===== src/qte_pkg.sv =====
// shared types, widths and the arctangent table for the quaternion to euler pipeline
package qte_pkg;

    localparam int QUAT_WIDTH      = 16;
    localparam int QUAT_FRAC_BITS  = 14;
    localparam int ANGLE_WIDTH_DEF = 16;

    localparam int PROD_W     = 2 * QUAT_WIDTH;
    localparam int OP_W       = PROD_W + 3;
    localparam int PITCH_FRAC = 30;
    localparam int P_W        = PITCH_FRAC + 1;
    localparam int PITCH_SHIFT = PITCH_FRAC - 2 * QUAT_FRAC_BITS;
    localparam int SQ_W       = 2 * P_W;
    localparam int SQRT_TOP   = 2 * PITCH_FRAC;
    localparam int SQRT_STEPS = PITCH_FRAC + 1;

    localparam int NORM_TOP   = 41;
    localparam int NORM_W     = NORM_TOP + 1;
    localparam int NORM_STEPS = 6;
    localparam int CX_W       = NORM_W + 2;
    localparam int ZW         = 34;
    localparam int CORDIC_STEPS = 32;

    localparam logic signed [OP_W-1:0] QUAT_ONE   = OP_W'(1) << (2 * QUAT_FRAC_BITS);
    localparam logic [SQ_W-1:0]        SQ_ONE     = SQ_W'(1) << SQRT_TOP;
    localparam logic signed [ZW-1:0]   Z_HALF     = ZW'(1) << 31;
    localparam logic signed [ZW-1:0]   Z_QUARTER  = ZW'(1) << 30;

    typedef struct packed {
        logic signed [OP_W-1:0] sr;
        logic signed [OP_W-1:0] cr;
        logic signed [OP_W-1:0] sy;
        logic signed [OP_W-1:0] cy;
        logic signed [P_W-1:0]  p;
        logic                   sat;
        logic                   neg;
    } ops_t;

    typedef struct packed {
        logic [SQ_W-1:0] v;
        logic [SQ_W-1:0] r;
    } sqrt_vec_t;

    typedef struct packed {
        logic signed [NORM_W-1:0] x;
        logic signed [NORM_W-1:0] y;
        logic [NORM_W-1:0]        m;
        logic signed [ZW-1:0]     z;
        logic                     zero;
    } norm_vec_t;

    typedef struct packed {
        logic signed [CX_W-1:0] x;
        logic signed [CX_W-1:0] y;
        logic signed [ZW-1:0]   z;
        logic                   zero;
    } cordic_vec_t;

    // atan(2^-i) in units of 2^-31 half turns
    function automatic logic signed [ZW-1:0] atan_entry(input logic [4:0] idx);
        logic signed [ZW-1:0] val;
        unique case (idx)
            5'd0:  val = 34'h020000000;
            5'd1:  val = 34'h012E4051E;
            5'd2:  val = 34'h009FB385B;
            5'd3:  val = 34'h0051111D4;
            5'd4:  val = 34'h0028B0D43;
            5'd5:  val = 34'h00145D7E1;
            5'd6:  val = 34'h000A2F61E;
            5'd7:  val = 34'h000517C55;
            5'd8:  val = 34'h00028BE53;
            5'd9:  val = 34'h000145F2F;
            5'd10: val = 34'h0000A2F98;
            5'd11: val = 34'h0000517CC;
            5'd12: val = 34'h000028BE6;
            5'd13: val = 34'h0000145F3;
            5'd14: val = 34'h00000A2FA;
            5'd15: val = 34'h00000517D;
            5'd16: val = 34'h0000028BE;
            5'd17: val = 34'h00000145F;
            5'd18: val = 34'h000000A30;
            5'd19: val = 34'h000000518;
            5'd20: val = 34'h00000028C;
            5'd21: val = 34'h000000146;
            5'd22: val = 34'h0000000A3;
            5'd23: val = 34'h000000051;
            5'd24: val = 34'h000000029;
            5'd25: val = 34'h000000014;
            5'd26: val = 34'h00000000A;
            5'd27: val = 34'h000000005;
            5'd28: val = 34'h000000003;
            5'd29: val = 34'h000000001;
            5'd30: val = 34'h000000001;
            5'd31: val = 34'h000000000;
            default: val = '0;
        endcase
        return val;
    endfunction

endpackage


===== src/qte_sqrt_cell.sv =====
// one digit cell of the pipelined integer square root
module qte_sqrt_cell #(
    parameter int BIT_POS = 0
) (
    input  logic                  aclk,
    input  logic                  en,
    input  qte_pkg::sqrt_vec_t    d_in,
    output qte_pkg::sqrt_vec_t    d_out
);

    localparam logic [qte_pkg::SQ_W-1:0] BIT = qte_pkg::SQ_W'(1) << BIT_POS;

    qte_pkg::sqrt_vec_t q_reg;
    qte_pkg::sqrt_vec_t q_next;
    logic [qte_pkg::SQ_W-1:0] trial;

    always_comb begin
        trial = d_in.r + BIT;
        if (d_in.v >= trial) begin
            q_next.v = d_in.v - trial;
            q_next.r = (d_in.r >> 1) + BIT;
        end else begin
            q_next.v = d_in.v;
            q_next.r = d_in.r >> 1;
        end
    end

    always_ff @(posedge aclk) begin
        if (en) begin
            q_reg <= q_next;
        end
    end

    assign d_out = q_reg;

endmodule


===== config.mk =====
export PLATFORM = sky130hd
export DESIGN_NAME = qte_sqrt_cell
export DESIGN_NICKNAME = d
export VERILOG_FILES = /design/src/qte_pkg.sv /design/src/qte_sqrt_cell.sv
export SDC_FILE = /design/constraint.sdc
export NUM_CORES = 1
export LEC_CHECK = 0
export BUFFER_PORTS_ARGS = -buffer_cell sky130_fd_sc_hd__buf_2
export CORE_UTILIZATION = 55
export CTS_CLUSTER_SIZE = 30
export DETAILED_ROUTE_END_ITERATION = 12
export PLACE_DENSITY = 0.82
export SLEW_MARGIN = 10
export SYNTH_ARGS = -nofsm -noshare
export SYNTH_HDL_FRONTEND = slang
export SYNTH_SLANG_ARGS = --single-unit

===== constraint.sdc =====
create_clock -name aclk -period 14.85 [get_ports aclk]
set_input_delay 0.7425 -clock aclk [delete_from_list [all_inputs] [get_ports aclk]]
set_output_delay 0.7425 -clock aclk [all_outputs]
set_load 0.01 [all_outputs]

# Yosys cells after proc, flatten, opt, wreduce, memory -nomap -nowiden
# Cells that the tools add are included.
[totals]
out_inout_bits = 124
inputBits = 126
word_cells = 8
ff_bits = 124
[op_classes]
add_sub_neg = 3
order_cmp = 1
muxes = 1
[op_table]
columns = ["operator", "n"]
rows = [
  ["2-to-1 mux 124 bit", 1],
  ["adder 61 x 1 -> 62 bit (second input constant)", 1],
  ["adder 62 x 1 -> 62 bit (second input constant)", 1],
  ["greater-or-equal comparator 62 bit", 1],
  ["subtractor 62 bit", 1],
]

# Depth between registers and ports, before layout
[logic_depth]
word_depth = 3
ltp_mapped = 25
mapped_depth_nobuf = 20

# Least setup slack after synthesis
# OpenSTA, ideal clock, no wires.
[synth_timing]
kind = "in2reg"
from = "in d_in[7] (netlist name)"
to = "reg q_reg (netlist bit d_out[31]), data pin"
setup_time_ns = 0.266
t_arrival_ns = 5.418
required_ns = 14.584
stages = 21
path_buffers = 3
path_slack_ns = 9.166
cell_sequence = "clkbuf_1 > and3_1 > nand2_1 > nor2_1 > nand2_1 > or3_1 > or3_1 > nor2_1 > nand3_1 > xnor2_1 > ha_1 > and3_1 > nand2_1 > or4_4 > or3_4 > a31o_1 > buf_6 > or3_4 > buf_6 > nor4_4 > xor2_1"
[synth_rtl]
columns = ["item", "line", "source"]
rows = [
  ["from (decl)", "qte_sqrt_cell.sv:7", "input qte_pkg::sqrt_vec_t d_in,"],
  ["to (signal assigned)", "qte_sqrt_cell.sv:30", "q_reg <= q_next;"],
  ["to (decl)", "qte_sqrt_cell.sv:13", "qte_pkg::sqrt_vec_t q_reg;"],
]

==> results.cfg <==
[power]
sw_frac_of_total_pct = 31.89
power_leakage_uw = 0.005005
peakVddDrop_uv = 82.16
switching_power_uw = 407.3
power_density_mw_per_mm2 = 102.5
p_total_uw = 1277
p_comb_share_pct = 27.9
seqPwrFrac_pct = 35.1
pwr-share-clk_pct = 37.0
power.internal_uw = 869.8

[drt]
wl_per_cell_um = 20.95
drt_first_iter_violations = 1238
drt_first_pass_iters = 9
wirelength_mm = 35.09
remaining_drc_errors = 0
via_count = 10370
viasPerCell = 6.191
antenna_left = 0

[global_routing]
overflow = 0
track_usage_pct = 35.80
grt_pass1_wl_mm = 53.64
antenna_found_initial = 4
grt_start_max_net_pins = 76
grt_pass1_vias = 9706

[clock_tree]
clock_sinks = 124
ctsResizeCount = 0
clk_path_buf_depth = 2
clk_pin_slew_worst_paths_ns = 0.06
cts_buffers = 17
cts_root_buffer = clkbuf_16
postCtsHoldBufs = 0
cts_tree = done
htreeDepth = 4
post_cts_buffers = 0

[final_layout]
final_cell_mix = buf_2 (248), nor2_1 (140), nand2_1 (139)
fillers = 1632
area_delta_synth_final_pct = 18.71
largest_reg_flops = 124
drive_gt1_share_pct = 21.25
final_common_cell = buf_2
fin_nets = 1618

[sta]
hold_viol = 0
rsz0062_at_grt = false
fin_crit_sh_pct = 47.07
fin_tns_setup_ns = 0
clock.fmax_mhz = 143.1
tightest_slew_ns = 1.042
slew_violations = 0
post-route-min-period_ns = 6.990
finalSetupViolations = 0
slew-limit-headroom_pct = 29.88

[yosys]
synth_cell_types = 68
yosys_warnings = 0
synth_edf_count = 124
synthFlopType = edfxtp_1
synth.top_cell.area_share_pct = 35.48
syn_nets = 1407
async_flop_share_pct = 0
ys_ff_latch = 124
yosysTopAreaCell = edfxtp_1
ys_top_cells_by_area = edfxtp_1 (35%), xnor2_1 (7.7%), ha_1 (7.6%)
synth_area_sq_mm = 0.01049
ys_seq_area_share_pct = 35.48
synthCells = 1216
syn_area_per_cell_sq_um = 8.630

[die]
die_x_um = 140.1
die_height_um = 140.1
start_util_pct = 56.10
die_area_sq_mm = 0.01964
core-area_sq_mm = 0.01871
ios = 250
rows = 50

[run]
max_cap_viol_count = 0

[hold_path]
holdPathStages = 3
hold_class = primary input to flip-flop
min_to = d_out[79]
min-delay-start = d_in[79]

[critical_path]
critical_path_class = primary input to flip-flop
crit_fanout = 75
worstPathRequired_ns = 15.01
startpoint_type = primary input
cp_data_arrival_time_ns = 7.15
end_kind = flip-flop

[place]
globalplace.congestion = 0.9681
portBuffers = 249
dp_hpwl_mm = 27.31

[run_status]
status = complete, no violations
worst max-delay path, cell delays in order:
cell and delay (ns):
buf_2 0.40, ha_1 0.35, nand2_1 0.12, nor2_1 0.27, nand2_1 0.26, or3_1 0.44, or3_1 0.43, nor2_1 0.31
nand3_1 0.14, xor2_1 0.17, ha_1 0.43, nand4_1 0.26, nor4b_1 0.49, nand4_1 0.18, o211ai_1 0.15, nand3_1 0.19
nand3_4 0.36, buf_4 0.68, nand3_1 0.36, nor3_1 0.27, xor2_1 0.09
kinds of logic after synthesis:
family	synth area share (%)
and+or+nand+nor	22.18
AOI/OAI and AO/OA	16.30
xor gates and xnor gates	14.77
DFF	35.48
buffers and inverters	3.446
adders and majority gates	7.822
synth_stat cells, types with 8 or more instances:
master    instances
o21ai_0          57
inv_1            24
nand3_1          40
ha_1             64
nor3_1           29
nor4_1           11
and3_1           21
nand2_1         139
o31ai_1           8
a21oi_1         117
xor2_1           85
xnor2_1          92
nor2_1          140
nand4_1          46
a211oi_1         12
o21bai_1         15
edfxtp_1        124
buf_2            19
a21o_1           23
clkbuf_1         31
how the worst max path moves through the flow:
| stage | start | to | slack [ns] | cells after the start |
|---|---|---|---|---|
| 2_1_floorplan | d_in[7] | d_out[31] | 9.17 | 21 |
| 3_3_place_gp | d_in[0] | d_out[34] | 7.88 | 20 |
| 3_5_place_dp | d_in[0] | d_out[34] | 7.61 | 21 |
| 4_1_cts | d_in[0] | d_out[29] | 8.03 | 21 |
| 5_1_grt | d_in[0] | d_out[34] | 7.48 | 21 |
| 6_report | d_in[0] | d_out[34] | 7.86 | 21 |
metrics by stage:
stage | hold slack (ns) | instances | setup slack, ns | utilization [%] | instance area [sq um]
2_1_floorplan | 0.8550 | 1216 | 9.166 | - | 10490
3_3_place_gp | 1.038 | 1642 | 7.879 | 63.06 | 11800
3_5_place_dp | 1.043 | 1642 | 7.613 | 63.06 | 11800
4_1_cts | 0.5927 | 1674 | 8.033 | 66.58 | 12450
5_1_grt | 0.6284 | 1674 | 7.481 | 66.58 | 12450
6_report | 0.6073 | 1675 | 7.860 | 66.60 | 12460
layout make-up:
cell class | instances | area, sq um | area share (%)
multi-input combinational | 1008 | 6421 | 51.55
clock buffer | 17 | 425.4 | 3.415
sequential | 124 | 3724 | 29.89
inverter | 25 | 93.84 | 0.7533
clock inverter | 15 | 234.0 | 1.878
tap | 234 | 292.8 | 2.350
antenna | 1 | 2.502 | 0.02009
timing repair buffer | 251 | 1264 | 10.14
routing by layer:
| layer | global-route usage (%) | vias to the layer above | part of all wire, % |
|---|---|---|---|
| met1 | 47.76 | 4740 | 41 |
| li1 | - | 4847 | - |
| met3 | 7.385 | 95 | 11 |
| met5 | 0 | - | 0.071 |
| met2 | 56.74 | 684 | 45 |
| met4 | 14.69 | 4 | 3.8 |
power groups by stage:
stage	clock network, uW	logic, uW	registers (uW)
global placement	0	346	454
CTS	478	351	447
global route	490	386	450
finish	473	356	448
floorplan	0	200	475
detailed placement	0	348	454
No activity file was read; power rests on OpenSTA's default activity.
