[config.mk]
export PLATFORM = sky130hd
export DESIGN_NAME = qte_cordic_cell
export DESIGN_NICKNAME = d
export VERILOG_FILES = /design/src/qte_pkg.sv /design/src/qte_cordic_cell.sv
export SDC_FILE = /design/constraint.sdc
export NUM_CORES = 1
export LEC_CHECK = 0
export BUFFER_PORTS_ARGS = -buffer_cell sky130_fd_sc_hd__buf_2
export CAP_MARGIN = 20
export CORE_MARGIN = 4
export CORE_UTILIZATION = 30
export CTS_CLUSTER_SIZE = 28
export DETAILED_ROUTE_END_ITERATION = 10
export GPL_TIMING_DRIVEN = 0
export MAX_ROUTING_LAYER = met4
export PLACE_DENSITY = 0.46
export REMOVE_ABC_BUFFERS = 1
export SYNTH_ARGS = -nofsm -noshare
export SYNTH_HDL_FRONTEND = slang
export SYNTH_SLANG_ARGS = --single-unit
export TNS_END_PERCENT = 100
[constraint.sdc]
create_clock -name aclk -period 4.4 [get_ports aclk]
set_input_delay 0.44 -clock aclk [delete_from_list [all_inputs] [get_ports aclk]]
set_output_delay 0.44 -clock aclk [all_outputs]
set_load 0.02 [all_outputs]
[src/qte_pkg.sv]
// shared types, widths and the arctangent table for the quaternion to euler pipeline
package qte_pkg;

    localparam int QUAT_WIDTH      = 16;
    localparam int QUAT_FRAC_BITS  = 14;
    localparam int ANGLE_WIDTH_DEF = 16;

    localparam int PROD_W     = 2 * QUAT_WIDTH;
    localparam int OP_W       = PROD_W + 3;
    localparam int PITCH_FRAC = 30;
    localparam int P_W        = PITCH_FRAC + 1;
    localparam int PITCH_SHIFT = PITCH_FRAC - 2 * QUAT_FRAC_BITS;
    localparam int SQ_W       = 2 * P_W;
    localparam int SQRT_TOP   = 2 * PITCH_FRAC;
    localparam int SQRT_STEPS = PITCH_FRAC + 1;

    localparam int NORM_TOP   = 41;
    localparam int NORM_W     = NORM_TOP + 1;
    localparam int NORM_STEPS = 6;
    localparam int CX_W       = NORM_W + 2;
    localparam int ZW         = 34;
    localparam int CORDIC_STEPS = 32;

    localparam logic signed [OP_W-1:0] QUAT_ONE   = OP_W'(1) << (2 * QUAT_FRAC_BITS);
    localparam logic [SQ_W-1:0]        SQ_ONE     = SQ_W'(1) << SQRT_TOP;
    localparam logic signed [ZW-1:0]   Z_HALF     = ZW'(1) << 31;
    localparam logic signed [ZW-1:0]   Z_QUARTER  = ZW'(1) << 30;

    typedef struct packed {
        logic signed [OP_W-1:0] sr;
        logic signed [OP_W-1:0] cr;
        logic signed [OP_W-1:0] sy;
        logic signed [OP_W-1:0] cy;
        logic signed [P_W-1:0]  p;
        logic                   sat;
        logic                   neg;
    } ops_t;

    typedef struct packed {
        logic [SQ_W-1:0] v;
        logic [SQ_W-1:0] r;
    } sqrt_vec_t;

    typedef struct packed {
        logic signed [NORM_W-1:0] x;
        logic signed [NORM_W-1:0] y;
        logic [NORM_W-1:0]        m;
        logic signed [ZW-1:0]     z;
        logic                     zero;
    } norm_vec_t;

    typedef struct packed {
        logic signed [CX_W-1:0] x;
        logic signed [CX_W-1:0] y;
        logic signed [ZW-1:0]   z;
        logic                   zero;
    } cordic_vec_t;

    // atan(2^-i) in units of 2^-31 half turns
    function automatic logic signed [ZW-1:0] atan_entry(input logic [4:0] idx);
        logic signed [ZW-1:0] val;
        unique case (idx)
            5'd0:  val = 34'h020000000;
            5'd1:  val = 34'h012E4051E;
            5'd2:  val = 34'h009FB385B;
            5'd3:  val = 34'h0051111D4;
            5'd4:  val = 34'h0028B0D43;
            5'd5:  val = 34'h00145D7E1;
            5'd6:  val = 34'h000A2F61E;
            5'd7:  val = 34'h000517C55;
            5'd8:  val = 34'h00028BE53;
            5'd9:  val = 34'h000145F2F;
            5'd10: val = 34'h0000A2F98;
            5'd11: val = 34'h0000517CC;
            5'd12: val = 34'h000028BE6;
            5'd13: val = 34'h0000145F3;
            5'd14: val = 34'h00000A2FA;
            5'd15: val = 34'h00000517D;
            5'd16: val = 34'h0000028BE;
            5'd17: val = 34'h00000145F;
            5'd18: val = 34'h000000A30;
            5'd19: val = 34'h000000518;
            5'd20: val = 34'h00000028C;
            5'd21: val = 34'h000000146;
            5'd22: val = 34'h0000000A3;
            5'd23: val = 34'h000000051;
            5'd24: val = 34'h000000029;
            5'd25: val = 34'h000000014;
            5'd26: val = 34'h00000000A;
            5'd27: val = 34'h000000005;
            5'd28: val = 34'h000000003;
            5'd29: val = 34'h000000001;
            5'd30: val = 34'h000000001;
            5'd31: val = 34'h000000000;
            default: val = '0;
        endcase
        return val;
    endfunction

endpackage

[src/qte_cordic_cell.sv]
// one vectoring rotation cell of the cordic arctangent
module qte_cordic_cell #(
    parameter int STEP = 0
) (
    input  logic                   aclk,
    input  logic                   en,
    input  qte_pkg::cordic_vec_t   d_in,
    output qte_pkg::cordic_vec_t   d_out
);

    localparam logic signed [qte_pkg::ZW-1:0] ATAN = qte_pkg::atan_entry(5'(STEP));

    qte_pkg::cordic_vec_t q_reg;
    qte_pkg::cordic_vec_t q_next;
    logic signed [qte_pkg::CX_W-1:0] dx;
    logic signed [qte_pkg::CX_W-1:0] dy;

    always_comb begin
        dx = d_in.y >>> STEP;
        dy = d_in.x >>> STEP;
        q_next.zero = d_in.zero;
        if (!d_in.y[qte_pkg::CX_W-1]) begin
            q_next.x = d_in.x + dx;
            q_next.y = d_in.y - dy;
            q_next.z = d_in.z + ATAN;
        end else begin
            q_next.x = d_in.x - dx;
            q_next.y = d_in.y + dy;
            q_next.z = d_in.z - ATAN;
        end
    end

    always_ff @(posedge aclk) begin
        if (en) begin
            q_reg <= q_next;
        end
    end

    assign d_out = q_reg;

endmodule

Word level (Yosys, flattened, before mapping)
Cells that the tools add are included.
{"block": "op_classes", "addsub": 5, "n_mux": 1}
{"operator": "$mux 122", "n": 1}
{"operator": "$sub 44x44->44", "n": 2}
{"operator": "$add 44x44->44", "n": 1}
{"operator": "$add 34x31->34 const B", "n": 1}
{"operator": "$sub 34x31->34 const B", "n": 1}
{"block": "totals", "regBits": 123, "inputBits": 125, "word_cells": 10}

Logic depth before layout (Yosys ltp)
{"block": "logic_depth", "depth_word": 2, "ltp_mapped": 14}

Worst setup path after synthesis
OpenSTA, ideal clock, no wires.
{"block": "synth_path", "path_kind": "input to register", "start": "input d_in[35] (netlist bit)", "end": "register q_reg (netlist bit d_out[115]) (data pin)", "arrival_ps": 3027, "t_required_ps": 4134, "path_slack_ps": 1107, "path_stages": 13, "path_buffers": 0, "cell_sequence": "ha_1 -> inv_1 -> fa_1 -> o21bai_4 -> a2111oi_4 -> nor4_4 -> a2111oi_4 -> o31a_4 -> a21oi_2 -> a221oi_2 -> or4_1 -> a221oi_2 -> xnor2_1"}
{"element": "start, declared", "line": "qte_cordic_cell.sv:7", "text": "input qte_pkg::cordic_vec_t d_in,"}
{"element": "end signal, assigned", "line": "qte_cordic_cell.sv:35", "text": "q_reg <= q_next;"}
{"element": "end, declared", "line": "qte_cordic_cell.sv:13", "text": "qte_pkg::cordic_vec_t q_reg;"}

==> impl_metrics.csv <==
group,metric,value,unit
clock_tree,numCtsBuffers,17,
clock_tree,cts.repair.resized,0,
layout,syn_to_final_growth,19.2,%
logic_synthesis,syn_avg_cell_area,8.63,um2
timing,whs,0.164,ns
global_routing,grt_pass1_vias,11200,
timing,clock.fmax,233,MHz
detailed_routing,drtAntennaViolNets,0,
global_routing,grt_most_used_layer,"met2",
placed_design,gp_routability_congestion,0.961,
clock_tree,cts_tree,"built",
detailed_routing,firstDrtPassIters,5,
logic_synthesis,yosysWarnings,0,
logic_synthesis,synth_seq_cells,122,
global_routing,overflow,0,
timing,report.final.slew_viol_count,0,
logic_synthesis,synth_top_cell_area_share,30.7,%
timing,final_hold_viol_count,0,
global_routing,antenna_found_initial,0,
pwr,peakVddDrop,0.229,mV
timing,worst_slack,0.102,ns
min_path,hp-class,"input pin to register",
clock_tree,clock_sinks,122,
clock_tree,htreeDepth,4,
placed_design,placed_cell_area,13600,um2
logic_synthesis,syn_inst,1383,
worst_setup_path,worstPathMaxFanout,17,
clock_tree,post_cts_buffers,0,
timing,finalCriticalPeriod,4.30,ns
logic_synthesis,synth_flop_cell,"edfxtp_1",
pwr,total_power,4.83,mW
global_routing,gr-usage-met3,3.19,%
worst_setup_path,start_kind,"input pin",
worst_setup_path,required,4.59,ns
floorplanning,die_h,208,um
global_routing,met1_usage,29.2,%
global_routing,track_usage,21.4,%
placed_design,dpl.cell_count,2085,
floorplanning,ios,248,
worst_setup_path,worstPathArrival,4.49,ns
floorplanning,core,39000,um2
detailed_routing,drtIter0Drc,924,
layout,stdcell_count,2117,
layout,stdcell_area,14200,um2
global_routing,grtUsageMet2,33.5,%
placed_design,port_buffers,247,
layout,drive_above_1_share,19.0,%
logic_synthesis,yosysSeqAreaShare,30.7,%
detailed_routing,drc,0,
logic_synthesis,netlist_area,11900,um2
timing,grt_setup_unrepaired,"no",
timing,setup_violations,0,
logic_synthesis,synth_cell_types,77,
layout,largest_reg_flops,122,
status,status,"finished clean",
global_routing,grt_max_degree,97,
timing,relSlewSlack,37.2,%
detailed_routing,wl,45.6,mm
placed_design,dp_hpwl,37.0,mm
timing,worst_pin_slew,0.933,ns
logic_synthesis,synth_edf_count,122,
timing,fin_setup_tns,0,ns
placed_design,post-place-ws,-0.426,ns
job,max-cap-violations,0,
clock_tree,clockRootBuffer,"clkbuf_16",
min_path,hp-start,"d_in[1]",
detailed_routing,routedWlPerCell,21.5,um
detailed_routing,num_vias,11100,
worst_setup_path,critPathCaptureType,"register",
layout,layout_commonest_cell,"buf_2",
min_path,holdPathEnd,"d_out[1]",
clock_tree,clock_path_buffers,2,
clock_tree,ctsHoldBuffers,0,
floorplanning,initial_utilization,30.6,%
layout,n_antenna_cell,0,
logic_synthesis,async_flop_share,0,%
layout,fin_nets,1863,
pwr,powerDensity,339,nW/um2
detailed_routing,drt-vias-per-instance,5.23,
floorplanning,fp.dieW,208,um
worst_setup_path,critical_path_class,"input pin to register",
timing,post-route-period-util,97.7,%
global_routing,grt_first_pass_wirelength,69.9,mm
pwr,p_leak,6.18,nW
floorplanning,rows,72,
logic_synthesis,synthTopCellsByArea,"edfxtp_1 31%, ha_1 16%, a21oi_1 7.8%",
clock_tree,clkTransAtPathRegs,0.06,ns
layout,final_cell_mix,"245 x buf_2, 187 x a21oi_1, 148 x ha_1",
logic_synthesis,yosysTopAreaCell,"edfxtp_1",
floorplanning,die_area,43100,um2
min_path,holdPathStages,1,
layout,fin_util,36.5,%
## metal layers
metal | wire, um | vias up
met5 | 0 | -
met4 | 682 | 0
met3 | 2120 | 36
met2 | 21000 | 345
met1 | 21800 | 5331
li1 | - | 5366
## synth_stat cells (5+ instances only)
library cell and number:
a211oi_1 11, a21boi_0 8, a21o_1 24, a21oi_1 187, a31oi_1 8, buf_1 9
buf_2 10, clkbuf_1 44, clkinv_1 5, edfxtp_1 122, ha_1 148, inv_1 132
mux2i_1 28, nand2_1 71, nand2b_1 12, nand3_1 23, nand4_1 21, nor2_1 102
nor2b_1 18, nor3_1 41, nor4_1 13, o211ai_1 10, o21a_1 7, o21ai_0 96
o21bai_1 30, o22ai_1 6, o31ai_1 13, o41ai_1 5, or3_1 5, or4_1 6
xnor2_1 75, xor2_1 13
## where the power goes
part	internal [mW]	switching [mW]	leakage [nW]	total (mW)
Combinational	0.603	1.23	4.71	1.83
Clock	0.885	0.557	0.281	1.44
Sequential	1.51	0.0400	1.19	1.55
## logic make-up (layout without fill, tap and decap cells)
family | Yosys count | count (layout) | share of synthesized area, %
adders and majority gates | 152 | 152 | 16.2
buffers and inverters | 205 | 421 | 6.71
muxes | 30 | 30 | 2.54
DFF | 122 | 122 | 30.7
AOI/OAI and AO/OA | 456 | 456 | 24.1
and+or+nand+nor | 330 | 330 | 13.3
xor gates and xnor gates | 88 | 88 | 6.45
## worst max-delay path: stages
cell	delay (ns)
buf_2	0.11
inv_1	0.06
ha_1	0.75
nor2b_1	0.20
nor2_1	0.17
o31ai_1	0.14
a2111oi_1	0.72
o211ai_1	0.58
a21oi_1	0.51
o31ai_1	0.22
a31oi_1	0.28
o21ai_0	0.13
xnor2_1	0.15
## layout make-up
class                           instances  area (um2)
Fill cell                            4144       24800
Multi-Input combinational cell       1056        7480
Sequential cell                       122        3660
Timing Repair Buffer                  250        1330
Tap cell                              518         648
Inverter                              139         524
Clock buffer                           20         437
Clock inverter                         12         150
## worst max path at each step
| stage | startpoint | endpoint | slack [ns] |
|---|---|---|---|
| finish | d_in[49] | d_out[70] | 0.10 |
| global route | d_in[39] | d_out[76] | 0.01 |
| CTS | d_in[49] | d_out[70] | 0.04 |
| detailed placement | d_in[49] | d_out[70] | -0.43 |
| global placement | d_in[49] | d_out[70] | -0.54 |
| floorplan | d_in[35] | d_out[115] | 1.11 |
Power figures use the tool's default switching activity.
