<file path="src/qte_pkg.sv">
// shared types, widths and the arctangent table for the quaternion to euler pipeline
package qte_pkg;

    localparam int QUAT_WIDTH      = 16;
    localparam int QUAT_FRAC_BITS  = 14;
    localparam int ANGLE_WIDTH_DEF = 16;

    localparam int PROD_W     = 2 * QUAT_WIDTH;
    localparam int OP_W       = PROD_W + 3;
    localparam int PITCH_FRAC = 30;
    localparam int P_W        = PITCH_FRAC + 1;
    localparam int PITCH_SHIFT = PITCH_FRAC - 2 * QUAT_FRAC_BITS;
    localparam int SQ_W       = 2 * P_W;
    localparam int SQRT_TOP   = 2 * PITCH_FRAC;
    localparam int SQRT_STEPS = PITCH_FRAC + 1;

    localparam int NORM_TOP   = 41;
    localparam int NORM_W     = NORM_TOP + 1;
    localparam int NORM_STEPS = 6;
    localparam int CX_W       = NORM_W + 2;
    localparam int ZW         = 34;
    localparam int CORDIC_STEPS = 32;

    localparam logic signed [OP_W-1:0] QUAT_ONE   = OP_W'(1) << (2 * QUAT_FRAC_BITS);
    localparam logic [SQ_W-1:0]        SQ_ONE     = SQ_W'(1) << SQRT_TOP;
    localparam logic signed [ZW-1:0]   Z_HALF     = ZW'(1) << 31;
    localparam logic signed [ZW-1:0]   Z_QUARTER  = ZW'(1) << 30;

    typedef struct packed {
        logic signed [OP_W-1:0] sr;
        logic signed [OP_W-1:0] cr;
        logic signed [OP_W-1:0] sy;
        logic signed [OP_W-1:0] cy;
        logic signed [P_W-1:0]  p;
        logic                   sat;
        logic                   neg;
    } ops_t;

    typedef struct packed {
        logic [SQ_W-1:0] v;
        logic [SQ_W-1:0] r;
    } sqrt_vec_t;

    typedef struct packed {
        logic signed [NORM_W-1:0] x;
        logic signed [NORM_W-1:0] y;
        logic [NORM_W-1:0]        m;
        logic signed [ZW-1:0]     z;
        logic                     zero;
    } norm_vec_t;

    typedef struct packed {
        logic signed [CX_W-1:0] x;
        logic signed [CX_W-1:0] y;
        logic signed [ZW-1:0]   z;
        logic                   zero;
    } cordic_vec_t;

    // atan(2^-i) in units of 2^-31 half turns
    function automatic logic signed [ZW-1:0] atan_entry(input logic [4:0] idx);
        logic signed [ZW-1:0] val;
        unique case (idx)
            5'd0:  val = 34'h020000000;
            5'd1:  val = 34'h012E4051E;
            5'd2:  val = 34'h009FB385B;
            5'd3:  val = 34'h0051111D4;
            5'd4:  val = 34'h0028B0D43;
            5'd5:  val = 34'h00145D7E1;
            5'd6:  val = 34'h000A2F61E;
            5'd7:  val = 34'h000517C55;
            5'd8:  val = 34'h00028BE53;
            5'd9:  val = 34'h000145F2F;
            5'd10: val = 34'h0000A2F98;
            5'd11: val = 34'h0000517CC;
            5'd12: val = 34'h000028BE6;
            5'd13: val = 34'h0000145F3;
            5'd14: val = 34'h00000A2FA;
            5'd15: val = 34'h00000517D;
            5'd16: val = 34'h0000028BE;
            5'd17: val = 34'h00000145F;
            5'd18: val = 34'h000000A30;
            5'd19: val = 34'h000000518;
            5'd20: val = 34'h00000028C;
            5'd21: val = 34'h000000146;
            5'd22: val = 34'h0000000A3;
            5'd23: val = 34'h000000051;
            5'd24: val = 34'h000000029;
            5'd25: val = 34'h000000014;
            5'd26: val = 34'h00000000A;
            5'd27: val = 34'h000000005;
            5'd28: val = 34'h000000003;
            5'd29: val = 34'h000000001;
            5'd30: val = 34'h000000001;
            5'd31: val = 34'h000000000;
            default: val = '0;
        endcase
        return val;
    endfunction

endpackage

</file>
<file path="src/qte_norm_cell.sv">
// one conditional left shift cell of the operand normalizer
module qte_norm_cell #(
    parameter int STEP = 1
) (
    input  logic                  aclk,
    input  logic                  en,
    input  qte_pkg::norm_vec_t    d_in,
    output qte_pkg::norm_vec_t    d_out
);

    localparam logic [qte_pkg::NORM_W-1:0] LIMIT =
        qte_pkg::NORM_W'(1) << (qte_pkg::NORM_TOP - STEP);

    qte_pkg::norm_vec_t q_reg;
    qte_pkg::norm_vec_t q_next;

    always_comb begin
        q_next = d_in;
        if (d_in.m < LIMIT) begin
            q_next.x = d_in.x <<< STEP;
            q_next.y = d_in.y <<< STEP;
            q_next.m = d_in.m << STEP;
        end
    end

    always_ff @(posedge aclk) begin
        if (en) begin
            q_reg <= q_next;
        end
    end

    assign d_out = q_reg;

endmodule

</file>
<file path="config.mk">
export PLATFORM = sky130hd
export DESIGN_NAME = qte_norm_cell
export DESIGN_NICKNAME = d
export VERILOG_FILES = /design/src/qte_pkg.sv /design/src/qte_norm_cell.sv
export SDC_FILE = /design/constraint.sdc
export NUM_CORES = 1
export LEC_CHECK = 0
export BUFFER_PORTS_ARGS = -buffer_cell sky130_fd_sc_hd__buf_2
export CORE_MARGIN = 3
export CORE_UTILIZATION = 40
export CTS_BUF_LIST = sky130_fd_sc_hd__clkbuf_8
export DETAILED_ROUTE_END_ITERATION = 16
export GPL_TIMING_DRIVEN = 0
export PLACE_DENSITY = 0.8
export RECOVER_POWER = 100
export SLEW_MARGIN = 20
export SYNTH_ARGS = -nofsm -noshare
export SYNTH_HDL_FRONTEND = slang
export SYNTH_SLANG_ARGS = --single-unit
</file>
<file path="constraint.sdc">
create_clock -name aclk -period 1.7 [get_ports aclk]
set_input_delay 0.255 -clock aclk [delete_from_list [all_inputs] [get_ports aclk]]
set_output_delay 0.255 -clock aclk [all_outputs]
set_load 0.01 [all_outputs]
</file>
# Yosys cells after proc, flatten, opt, wreduce, memory -nomap -nowiden
# Index checks and enable logic that the tools add are counted.
# totals
register_bits	161
in_bits	163
# classes
magnitude_cmp	1
mux	1
# ops
operator	n
$mux W126	1
$lt A42 B41 Y1 const B	1

# Logic depth before layout (Yosys ltp)
# Gate-level depths: netlist of run 1.
# depth
word_depth	2
mapped_depth	4
mapped_depth_nobuf	2

# Worst setup path after synthesis of run 1
# No wires, ideal clock.
# synth_path
kind	input port to flip-flop
startpoint	input d_in[75] (netlist name)
endpoint	register q_reg, in the netlist d_out[127], data pin
setup_time_ps	260
arrival_time_ps	1008
required_time_ps	1440
slack_ps	432
path_stages	4
path_cell_list	nor2_4 -> buf_6 -> buf_6 -> mux2_2
# synth_rtl
item	line_no	source
start: declaration	qte_norm_cell.sv:7	input qte_pkg::norm_vec_t d_in,
end signal: assignment	qte_norm_cell.sv:28	q_reg <= q_next;
end: declaration	qte_norm_cell.sv:14	qte_pkg::norm_vec_t q_reg;

==> results of run 1 <==
[through the flow]
step | setup slack [ns] | hold WS (ns)
5_1_grt | 0.2885 | 0.07635
3_3_place_gp | -1.450 | 0.4330
3_5_place_dp | 0.01832 | 0.4334
4_1_cts | 0.3901 | 0.05756
6_report | 0.3164 | 0.1142
2_1_floorplan | 0.4325 | 0.3539
[final timing paths]
| path | from | endpoint | slack [ns] | cells past startpoint |
|---|---|---|---|---|
| worst max-delay path | d_in[75] | d_out[118] | 0.32 | 5 |
| worst min-delay path | d_in[75] | d_out[75] | 0.11 | 2 |
[layer usage]
layer,part of all wire,GRT usage,vias up,routed length (microns)
met5,0.00081,0,-,14
met4,0.020,0.06943,4,355
met3,0.10,0.09008,30,1800
met2,0.53,0.3509,223,9231
met1,0.34,0.1947,2070,5975
li1,-,-,1954,-
[kinds of logic after synthesis]
| logic type | Yosys count | share of synthesized area |
|---|---|---|
| flops | 161 | 0.7612 |
| mux | 121 | 0.2145 |
| buf+inv | 15 | 0.01832 |
| simple gates | 4 | 0.004728 |
| compound gates | 1 | 0.001182 |
[Yosys cell counts]
cell type    n  area (sq um)
edfxtp_1   161          4835
nor2_4       1         11.26
buf_2        6         30.03
inv_1        1         3.750
nor2b_1      3         18.77
mux2_1      32         360.4
clkbuf_1     1         3.750
a21o_1       1         7.510
mux2_2      89          1002
buf_6        7         78.83
[layout make-up]
type / count / area, sq um
Buffer: 14 / 98.84
Clock buffer: 17 / 234.0
Clock inverter: 15 / 157.7
Fill cell: 1253 / 6583
Inverter: 1 / 3.754
Multi-Input combinational cell: 126 / 1400
Sequential cell: 161 / 4835
Tap cell: 211 / 264.0
Timing Repair Buffer: 359 / 1795
[power breakdown]
group / switching (uW) / leakage, uW / internal, uW
clock network: 1470 / 0.000196 / 1320
logic: 648 / 0.00150 / 527
registers: 109 / 0.00158 / 4780
total: 2230 / 0.00328 / 6630
[repair_timing]
| action | in CTS | in global routing |
|---|---|---|
| gates resized for setup | 0 | 0 |
| hold endpoints to repair | 35 | 0 |
| hold buffers | 35 | 0 |
==> results.txt, run 1 <==
clock-pin slew on the worst setup and hold paths: 0.09 ns
Placeable Area: 15370 sq um
RSZ-0062 raised after global routing: no
register area share after synthesis: 0.7612
peak supply drop: 672.5 uV
initial drt markers: 245
Crit Path Max Fanout: 10
Slew @ Worst Pin: 0.7405 ns
Post-DP Area: 8269 sq um
crit start category: primary input
power per cell area: 1008 nW/um^2
share of layout cells above drive strength 1: 0.4069
initial antenna violation count: 2
row count: 45
crit path kind: in2reg
first-pass GRT wire length: 26.08 mm
CP endpoint kind: flop
antenna viol nets, final: 0
Mapped Area: 6351 sq um
Area Growth Syn to Fin: 38.38%
max FFs per register: 161
Die Span Y: 132.0 microns
Seq cells post-synth: 161
Worst path slowest cell: mux2_1
H-tree depth: 4
crit path cell chain: buf_2, nor2_4, buf_6, clkbuf_2, mux2_1
Post-Syn Nets: 465
Critical Path RT: 1.88 ns
commonest non-fill, non-tap cell in the layout: clkbuf_1
max-cap viol count: 0
Post-Syn Area per Cell: 21.03 sq um
placed insts: 837
Die X: 132.0 microns
total CTS buffers: 17
Synth Warn #: 0
Fmax: 722.8 MHz
power after layout: 8856 uW
nets@finish: 843
DR DRC count: 0
max incr delay on CP: 0.38 ns
final setup fails: 0
GRT Total Usage: 0.1938
drt wl/cell: 19.22 microns
I/O pin count: 324
post-synthesis cell count: 302
via-per-instance ratio: 4.736
Slew headroom: 0.5063
Final Slew Violations: 0
design area: 8788 sq um
IO Port Bufs: 323
setup TNS: 0 ns
Netlist cell types: 10
Post-CTS Setup Inserts: 0
vias in the first global route: 4686
minimum clock period: 1.384 ns
largest net degree at the start of global routing: 96
die area: 17430 sq um
root buf cell: clkbuf_8
final core utilization: 0.5718
DRT Pass-1 Iters: 4
clock tree buffer depth: 2
Hold Vio Cnt, Final: 0
Initial Utilization: 0.4132
Layout Cells excl Fill: 904
status: complete, no violations
CP Buf/Inv Count: 3
GPL Wtd Cong: 0.8016
period utilization: 0.8139
clk sink count: 161
LEAKAGE: 0.003275 uW
CP top delay family: buffers and inverters
min-delay worst type: in2reg
Ant. Diodes: 0
Total Wirelength: 17.38 mm
most frequent cells in the layout: clkbuf_1, edfxtp_1, buf_2
Vias: 4281
CTS tree: done
detailed placement HPWL: 12.16 mm
CP arrival: 1.57 ns
Overflow after GRT: 0
(Power assumes the default switching activity.)
==> run 2, diff against run 1 <==
- PLACE_DENSITY: 0.8 -> 0.83
- clock period: 1.7 -> 1.2 ns (I/O delays scaled with it)
==> results.txt, run 2 (same netlist as run 1, synthesis figures left out) <==
max-cap viol count: 0 (unchanged)
CTS tree: done (unchanged)
CP arrival: 1.44 ns (was 1.57 ns)
Slew headroom: 0.5755 (was 0.5063)
failing checks: setup timing
LEAKAGE: 0.003831 uW (was 0.003275 uW)
vias in the first global route: 4799 (was 4686)
status: finished, violations left (was complete, no violations)
drt wl/cell: 18.92 microns (was 19.22 microns)
detailed placement HPWL: 12.17 mm (was 12.16 mm)
row count: 45 (unchanged)
Crit Path Max Fanout: 10 (unchanged)
Post-DP Area: 8269 sq um (unchanged)
Hold Crit Depth: 2 (unchanged)
Ant. Diodes: 0 (unchanged)
root buf cell: clkbuf_8 (unchanged)
GRT Total Usage: 0.2017 (was 0.1938)
via-per-instance ratio: 4.744 (was 4.736)
die area: 17430 sq um (unchanged)
Area Growth Syn to Fin: 45.53% (was 38.38%)
I/O pin count: 324 (unchanged)
antenna viol nets, final: 0 (unchanged)
power per cell area: 1370 nW/um^2 (was 1008 nW/um^2)
Die X: 132.0 microns (unchanged)
clock tree buffer depth: 2 (unchanged)
design area: 9243 sq um (was 8788 sq um)
Die Span Y: 132.0 microns (unchanged)
H-tree depth: 4 (unchanged)
Hold Vio Cnt, Final: 0 (unchanged)
initial antenna violation count: 0 (was 2)
crit path kind: in2reg (unchanged)
Post-CTS Setup Inserts: 0 (unchanged)
minimum clock period: 1.247 ns
period utilization: 1.039
initial drt markers: 268 (was 245)
max FFs per register: 161 (unchanged)
DRT Pass-1 Iters: 4 (unchanged)
Vias: 4412 (was 4281)
Fill cells: 1139 (was 1253)
crit start category: primary input (unchanged)
GPL Wtd Cong: 0.8340 (was 0.8016)
Final Slew Violations: 0 (unchanged)
total CTS buffers: 17 (unchanged)
Fin Hold WS: 0.04489 ns (was 0.1142 ns)
area of the multi-input gates: 1400 sq um (unchanged)
most frequent cells in the layout: buf_2, edfxtp_1, mux2_2 (was clkbuf_1, edfxtp_1, buf_2)
DR DRC count: 0 (unchanged)
commonest non-fill, non-tap cell in the layout: buf_2 (was clkbuf_1)
Seq. cell area: 4835 sq um (unchanged)
Critical Path RT: 1.39 ns (was 1.88 ns)
largest net degree at the start of global routing: 82 (was 96)
IO Port Bufs: 323 (unchanged)
Overflow after GRT: 0 (unchanged)
Slew @ Worst Pin: 0.6367 ns (was 0.7405 ns)
min-delay worst type: in2reg (unchanged)
Fmax: 802.1 MHz
final setup fails: 31 (was 0)
nets@finish: 870 (was 843)
clk sink count: 161 (unchanged)
Initial Utilization: 0.4132 (unchanged)
dpl ws: -0.4128 ns (was 0.01832 ns)
share of layout cells above drive strength 1: 0.6231 (was 0.4069)
setup slack after layout: -0.04667 ns (was 0.3164 ns)
first-pass GRT wire length: 26.90 mm (was 26.08 mm)
Total Wirelength: 17.60 mm (was 17.38 mm)
Placeable Area: 15370 sq um (unchanged)
RSZ-0062 raised after global routing: yes (was no)
clock-pin slew on the worst setup and hold paths: 0.09 ns (about the same)
CP endpoint kind: flop (unchanged)
Hold Crit Start: d_in[122] (was d_in[75])
peak supply drop: 779.2 uV (was 672.5 uV)
WHS Endpoint: d_out[123] (was d_out[75])
-- run 2: how the worst max path moves through the flow --
stage                    start          to  slack [ns]  cells after the start
floorplan             d_in[75]  d_out[127]       0.007                      4
global placement            en   d_out[16]       -1.86                      1
detailed placement    d_in[75]  d_out[118]       -0.41                      5
CTS                 d_out[155]  d_out[155]       -0.05                      1
global route         d_out[25]   d_out[25]       -0.11                      1
finish                d_in[75]  d_out[128]       -0.05                      5
-- run 2: stage by stage --
step                      cells  setup TNS, ns  power (uW)    util
after detailed placement    837         -56.77        8732  0.5380
after global placement      836        -332.40        8666  0.5355
final                       930        -0.3786       12660  0.6013
after global routing        930         -4.403       13190  0.6013
after CTS                   926        -0.4671       12740  0.6006
after floorplan             302              0        7711       -
-- run 2: critical path, stage by stage --
cell and delay, ns:
buf_2 0.12, nor2_4 0.23, buf_6 0.21, clkbuf_2 0.28
mux2_2 0.41
-- run 2: cell type report --
type,count,share of cell area
sequential,161,0.5231
multi-input combinational,126,0.1515
clock buffer,17,0.02531
tap,211,0.02856
clock inverter,14,0.01597
buffer,14,0.008799
inverter,1,0.0004061
timing repair buffer,386,0.2464
-- run 2: power breakdown --
part           leakage, uW  switching, uW  internal (uW)
clock network     0.000186           2180           1710
registers          0.00158            136           6770
logic              0.00207            943            937
-- run 2: what timing repair did --
item,4_1_cts,5_1_grt
setup endpoints to repair,45,151
pin swaps,0,0
hold buffers,58,4
resized for setup,0,4
endpoints found under the hold margin,56,4
-- run 2: layer usage --
metal,track usage,vias to the layer above,part of all wire
met2,0.3592,233,0.53
met5,0,-,0
li1,-,2009,-
met1,0.2148,2139,0.36
met4,0.07585,0,0.025
met3,0.08130,31,0.093
